File: src/hw/rtl/ntr_pkg.sv
package ntr_pkg;

    localparam int ENTRIES   = 128;
    localparam int IDX_W     = (ENTRIES > 1) ? $clog2(ENTRIES) : 1;
    localparam int CNT_W     = $clog2(ENTRIES + 1);
    localparam int KEY_WORDS = 4;
    localparam int WORD_W    = 64;
    localparam int KEY_W     = KEY_WORDS * WORD_W;
    localparam int ROOT_W    = 31;
    localparam int COUNT_W   = 8;
    localparam int OP_W      = 2;
    localparam int STATUS_W  = 2;

    // stream payload widths, padded to whole bytes
    localparam int S_FIELDS_W = KEY_W + ROOT_W;
    localparam int S_TDATA_W  = ((S_FIELDS_W + 7) / 8) * 8;
    localparam int M_FIELDS_W = ROOT_W + COUNT_W;
    localparam int M_TDATA_W  = ((M_FIELDS_W + 7) / 8) * 8;

    typedef enum logic [OP_W-1:0] {
        OP_INSERT = 2'd0,
        OP_DELETE = 2'd1,
        OP_UPDATE = 2'd2,
        OP_LOOKUP = 2'd3
    } op_t;

    typedef enum logic [STATUS_W-1:0] {
        ST_OK        = 2'd0,
        ST_NOT_FOUND = 2'd1,
        ST_DUPLICATE = 2'd2,
        ST_FULL      = 2'd3
    } st_t;

    typedef struct packed {
        logic [KEY_W-1:0]  key;
        logic [ROOT_W-1:0] root;
    } record_t;

endpackage

File: src/hw/rtl/ntr_cell.sv
module ntr_cell (
    input  logic             aclk,
    input  logic             shift_en,
    input  ntr_pkg::record_t shift_in,
    input  logic             load_en,
    input  ntr_pkg::record_t load_data,
    output ntr_pkg::record_t rec_q
);
    import ntr_pkg::*;

    record_t rec_reg;

    // shift has priority: a direct load only happens outside a scan pass
    always_ff @(posedge aclk) begin
        if (shift_en) begin
            rec_reg <= shift_in;
        end else if (load_en) begin
            rec_reg <= load_data;
        end
    end

    assign rec_q = rec_reg;

endmodule

File: config.mk
export PLATFORM = sky130hd
export DESIGN_NAME = ntr_cell
export DESIGN_NICKNAME = d
export VERILOG_FILES = /design/src/hw/rtl/ntr_pkg.sv /design/src/hw/rtl/ntr_cell.sv
export SDC_FILE = /design/constraint.sdc
export NUM_CORES = 1
export LEC_CHECK = 0
export BUFFER_PORTS_ARGS = -buffer_cell sky130_fd_sc_hd__buf_2
export CORE_AREA = 5 5 330 332
export DETAILED_ROUTE_END_ITERATION = 10
export DIE_AREA = 0 0 335 337
export MAX_ROUTING_LAYER = met4
export PLACE_DENSITY_LB_ADDON = 0.12
export SLEW_MARGIN = 20
export SYNTH_ARGS = -nofsm -noshare
export SYNTH_HDL_FRONTEND = slang
export SYNTH_SLANG_ARGS = --single-unit
File: constraint.sdc
create_clock -name aclk -period 5.2 [get_ports aclk]
set_input_delay 0.52 -clock aclk [delete_from_list [all_inputs] [get_ports aclk]]
set_output_delay 0.52 -clock aclk [all_outputs]
set_load 0.05 [all_outputs]
# --- Yosys cells after proc, flatten, opt, wreduce, memory -nomap -nowiden ---
# Cells that the tools add are included.
word_totals:
  regBits: 287
  in_bits: 577
  output_inout_bits: 287
  elab_cells: 5
op_classes:
  n_mux: 2
  reduce_logical: 1
ops:
  columns: ["cell", "count"]
  rows:
  - ["287-bit 2-to-1 mux", 2]
  - ["2-bit nonzero test", 1]

# --- Longest topological paths before layout ---
# Gate-level depths: netlist (run 1).
logic_depth:
  ltp_word: 2
  mapped_depth: 4

# --- Least setup slack after synthesis (run 1) ---
# No wires, ideal clock.
synth_timing:
  path_type: "in2reg"
  start: "in shift_en"
  end: "reg rec_reg (netlist bit rec_q[0]), enable pin"
  setup_time_ns: 0.530
  arrival_time_ns: 4.359
  slack_ns: 0.311
  stages: 4
  n_path_buf: 3
  cell_sequence: "buf_6 > buf_6 > buf_6 > or2_2"
synth_between:
  elab_chain_cells: 1
synth_rtl:
  columns: ["item", "line", "text"]
  rows:
  - ["start, declared", "ntr_cell.sv:3", "input logic shift_en,"]
  - ["2-bit nonzero test (no line)", null, null]
  - ["end signal, assigned", "ntr_cell.sv:16", "rec_reg <= shift_in;"]
  - ["end signal, assigned", "ntr_cell.sv:18", "rec_reg <= load_data;"]
  - ["end, declared", "ntr_cell.sv:11", "record_t rec_reg;"]
# Every way passes these cells.
# A chain may end at the register's enable or synchronous reset.

# --- Final worst setup path (run 1) ---
layout_timing:
  start: "in shift_en"
  end: "reg rec_reg (netlist bit rec_q[117]), enable pin"
# Same word-level chain as after synthesis.

==> run metrics, run 1 <==
outcome=complete, no violations; CTS sink cnt=~290; syn avg cell area=~21 um2; WL per Instance=18.9 um; H-Tree Depth=2; Tmin final=2.20 ns; share of layout cells above drive strength 1=about four fifths; final setup TNS=0 ns; Placer Congestion=roughly 0.76; Placement Cell Area=roughly 19000 um2; length of routed wiring on met1=roughly 19000 um; # setup viols final=0; # hold bufs at CTS=0; io pins=between 800 and 900; CTS tree=done; CP arrival=2.42 ns; via count=~9.2k; initial antenna violation count=25; Post-Synthesis Cells=607; met3 routed WL=between 6000 and 7000 um; Req. time, crit path=5.42 ns; post-DP HPWL=roughly 45000 um; Rows=120; total power draw=about 7.3 mW; grt ovf=0; Min-Delay Path Class=in2reg; DRT Pass-1 Iters=4; post-synth cell types=6; slowest CP cell=or2_4; clk slew on worst S/H paths=0.06 ns; worst path cell trace=buf_8 > or2_4 > buf_4; Core ar.=106000 um2; IO buf count=~860; Final Cell Area=20100 um2; ANT nets after route=0; Mapped Nets=1184; max reg flops=287; final wirelength=about 56000 um; final core utilization=between 10% and 20%; Die Width=around 340 um; Max Root-Sink Buffers=3; worst stage delay on the critical path=0.81 ns; starting density of the core=around an eighth; fmax=between 0.4 and 0.5 GHz; worst slew pin tran=around 1.1 ns; max_slew headroom=26.5%; Post-Synthesis Cell Area=roughly 13000 um2; Slew Limit Fails=0; flops & latches, synth=287; vias per inst=around 3.1; Top Metal Used=met4; DRC Markers=0; CP Capture Type=register; Fin. Hold Viols=0; Power Dens Cells=roughly 370 nW/um2; YS warnings=0; Tot GR Track Use=a little under a tenth; crit-path max FO=76; met2 WL=between 20000 and 30000 um; global-route wire length before repair=approximately 73000 um; vias in the first global route=a little over 10k; Initial DRC Count=roughly 230; Period Utilization, post-route=42.3%; quantity of gates resized following cts=0; nets@finish=roughly 2.1k; unrepaired setup endpoints after global routing=no; synthesis-to-layout area growth=55.2%; filler cell count=11.7k; die area=about 110000 um2; Peak VDD IR=between 0.15 and 0.2 mV; largest net degree at the start of global routing=a little over 100; post-CTS setup buffers=0; static leakage=8.98 nW; critical path launch point type=input port; CP Class=in2reg; post-synthesis sequential area ratio=between 60 and 70%; root buffer cell=clkbuf_16; max-cap violations=0; total CTS buffers=39; Die Span Y=between 300 and 400 um
[cell families after synthesis]
family                 count (synthesis)  synth area share, %
multiplexers                         287                 30.8
AND/OR/NAND/NOR                        1               0.0484
buffers and inverters                 32                 2.50
flip-flops                           287                 66.6
[report_power, final]
| part | internal, mW | switching [mW] | leakage, nW |
|---|---|---|---|
| combinational | 0.558 | 1.28 | 5.47 |
| sequential | 2.84 | 0.0669 | 2.92 |
| clock | 1.54 | 1.07 | 0.590 |
[final timing paths]
check	start	to	slack, ns	depth (start not counted)
max	shift_en	rec_q[117]	3.00	3
min	load_data[129]	rec_q[129]	0.25	2
[cells in the mapped netlist]
| library cell | number | area, um2 |
|---|---|---|
| buf_6 | 26 | 293 |
| mux2_4 | 201 | 3020 |
| edfxtp_1 | 287 | 8620 |
| buf_2 | 6 | 30.0 |
| mux2_2 | 86 | 968 |
| or2_2 | 1 | 6.26 |
[per-layer routing]
layer  vias up  global-route usage (%)
met4         0                    2.81
met2       549                    16.5
li1       4195                       -
met3        72                    4.31
met5         -                       -
met1      4343                    9.12
[final cells by class]
cell class / instances / area, um2 / share of cell area (%)
Clock buffer: 52 / 1070 / 5.32
Antenna cell: 12 / 30.0 / 0.150
Clock inverter: 16 / 131 / 0.655
Tap cell: 1403 / 1760 / 8.75
Sequential cell: 287 / 8620 / 42.9
Multi-Input combinational cell: 288 / 4000 / 19.9
Timing Repair Buffer: 874 / 4470 / 22.3
[layout by cell type (no fill, tap or decap), types with 2 or more instances in the layout]
master / n
edfxtp_1: 287
bufinv_16: 2
buf_12: 5
clkinv_1: 5
buf_2: 862
clkinv_4: 2
diode_2: 12
mux2_2: 86
clkbuf_16: 41
mux2_4: 201
clkinv_2: 7
clkbuf_1: 11
buf_4: 6
[worst max-delay path, delay by kind of cell]
family	cells	cell delay, ns
buffers and inverters	2	0.97
AND/OR/NAND/NOR	1	0.81
[per-stage QoR]
step	instances	worst slack, ns	hold WS (ns)
final	2932	3.00	0.252
after global routing	2932	2.86	0.197
after CTS	2920	2.96	0.174
after detailed placement	2852	2.27	0.823
after global placement	2852	2.31	0.820
after floorplan	607	0.311	0.737
(Power assumes the default switching activity.)
==> run 2, diff against run 1 <==
ABC_AREA = 1   (was not set)
CORE_AREA = 5 5 331 333   (was 5 5 330 332)
DIE_AREA = 0 0 336 338   (was 0 0 335 337)
clock period = 2 ns   (was 5.2 ns; I/O delays follow)
==> run metrics, run 2 <==
Period Utilization, post-route=89.6%; Max Root-Sink Buffers=3 (unchanged); starting density of the core=11.6% (-0.63 points); Tot GR Track Use=11.0% (+1.7 points); hold slack=0.0472 ns (-0.205 ns); Synth area leader=edfxtp_1; dominant synthesized flop cell=edfxtp_1; most frequent cells after synthesis=861 x nand2_1, 287 x edfxtp_1, 33 x buf_2, 17 x buf_4, 13 x buf_6; sw frac=33.0% (+0.20 points); ranking of synthesized cells by area=edfxtp_1 70%, nand2_1 26%, buf_2 1.3%, buf_6 1.2%, buf_4 1.0%; max reg flops=287 (unchanged); share of layout cells above drive strength 1=35.3% (-45 points); max-cap violations=0 (unchanged); critical path depth=1 (-2); Post-Synthesis Cells=1213 (+100%); WL per Instance=15.9 um (-16%); Min-Delay Path Class=in2reg; Post-Synthesis Cell Area=12300 um2 (-4.9%); unrepaired setup endpoints after global routing=no; Final Cell Area=25400 um2 (+26%); Seq pwr share=37.7% (-1.9 points); share of the synthesized area in the top cell type=70.1% (+3.4 points); Die Span Y=338 um (+0.30%); CP Class=reg2out; IO buf count=863 (unchanged); post-CTS setup buffers=0 (unchanged); initial antenna violation count=19 (-24%); DRT Pass-1 Iters=5 (+1); critical path endpoint=rec_q[53]; total CTS buffers=39 (unchanged); Async SR Flop Fraction=0% (unchanged); # setup viols final=0 (unchanged); crit path from=rec_q[53]; max_slew headroom=61.3% (+35 points); Tmin final=about 1.8 ns; fmax=0.558 GHz; Req. time, crit path=1.80 ns (-3.62 ns); vias in the first global route=14.5k (+43%); power share of the clock group=33.6% (-1.8 points); worst path cell trace=buf_2; post-DP HPWL=51200 um (+15%); H-Tree Depth=2 (unchanged); total power draw=20.1 mW (+170%); flops & latches, synth=287 (unchanged); DRC Markers=0 (unchanged); quantity of gates resized following cts=0 (unchanged); global-route wire length before repair=90400 um (+23%); Rows=120 (unchanged); Comb pwr share=28.7% (+3.7 points); static leakage=12.2 nW (+36%); P_sw=6.65 mW (+180%); Core ar.=106000 um2 (+0.28%); Crit path max-delay family=flip-flops; synthesis-to-layout area growth=106%; crit-path max FO=1 (-99%); most common cell in the netlist=nand2_1; vias per inst=3.40 (+8.9%); outcome=complete, no violations; Peak VDD IR=0.516 mV (+190%); CTS sink cnt=287 (unchanged); Power Dens Cells=795 nW/um2 (+120%); post-synthesis sequential area ratio=70.1% (+3.4 points); Placement Cell Area=18400 um2 (-2.5%); filler cell count=11.8k (+0.53%); ANT nets after route=0 (unchanged); Die Width=336 um (+0.30%); CTS tree=done; worst stage delay on the critical path=0.63 ns (-0.18 ns); commonest non-fill, non-tap cell in the layout=buf_2; post-synth cell types=7 (+1); nets@finish=3236 (+57%); Buf/Inv on CP=1 (-1); Fin. Hold Viols=0 (unchanged); worst slew pin tran=0.581 ns (-0.522 ns); die area=114000 um2 (+0.60%); syn avg cell area=10.1 um2 (-52%); CP arrival=1.59 ns (-0.83 ns); Pint=13.5 mW (+170%); slowest CP cell=edfxtp_1; largest net degree at the start of global routing=107 (+4.9%); Placer Congestion=0.872 (+14%); most frequent cells in the layout=862 x buf_2, 861 x nand2_1, 572 x dlygate4sd3_1; CP Capture Type=output pin; Slew Limit Fails=0 (unchanged); number of synthesized flops with an enable pin=287 (unchanged); io pins=864 (unchanged); root buffer cell=clkbuf_16; Mapped Nets=1790 (+51%); grt ovf=0 (unchanged); # hold bufs at CTS=572 (+572); clk slew on worst S/H paths=0.06 ns (about the same); critical path launch point type=register; YS warnings=0 (unchanged); Initial DRC Count=453 (+94%); via count=14.0k (+52%); final wirelength=65300 um (+18%)
run 2: power groups by stage:
stage / logic, mW / registers (mW) / clock network (mW)
finish: 5.78 / 7.60 / 6.77
floorplan: 0.661 / 10.1 / 0
global placement: 4.81 / 7.73 / 0
global route: 6.13 / 7.65 / 7.36
detailed placement: 4.79 / 7.72 / 0
CTS: 5.87 / 7.61 / 7.17
run 2: worst min path at each step:
stage / cells after the start / start / slack (ns) / end
global placement: 3 / load_data[16] / 0.47 / rec_q[16]
CTS: 3 / shift_in[52] / 0.04 / rec_q[52]
global route: 3 / shift_in[52] / 0.07 / rec_q[52]
detailed placement: 3 / load_data[156] / 0.47 / rec_q[156]
finish: 3 / shift_in[52] / 0.05 / rec_q[52]
floorplan: 2 / load_data[0] / 0.38 / rec_q[0]
run 2: stage by stage:
step | util, % | TNS (ns) | instances | setup slack (ns)
6_report | 23.8 | 0 | 4102 | 0.207
5_1_grt | 23.8 | 0 | 4102 | 0.146
4_1_cts | 23.8 | 0 | 4089 | 0.136
3_5_place_dp | 17.3 | 0 | 3449 | 0.448
3_3_place_gp | 17.3 | 0 | 3449 | 0.462
2_1_floorplan | - | -273.56 | 1213 | -0.953
run 2: per-layer routing:
layer,up-vias,track usage (%),wire length (um)
met2,537,19.8,33900
met4,0,4.04,2120
met5,-,-,0
met3,96,3.45,5220
li1,6815,-,-
met1,6508,11.3,24000
run 2: layout make-up:
type,instances,area [um2],share of cell area (%)
Timing Repair Buffer,1468,10500,41.3
Sequential cell,287,8620,34.0
Multi-Input combinational cell,862,3240,12.8
Tap cell,1403,1760,6.92
Clock buffer,48,1050,4.15
Clock inverter,20,164,0.647
Antenna cell,13,32.5,0.128
Inverter,1,11.3,0.0444
run 2: logic make-up after synthesis:
group,share of synthesized area [%]
buf+inv,3.62
flops,70.1
simple gates,26.3
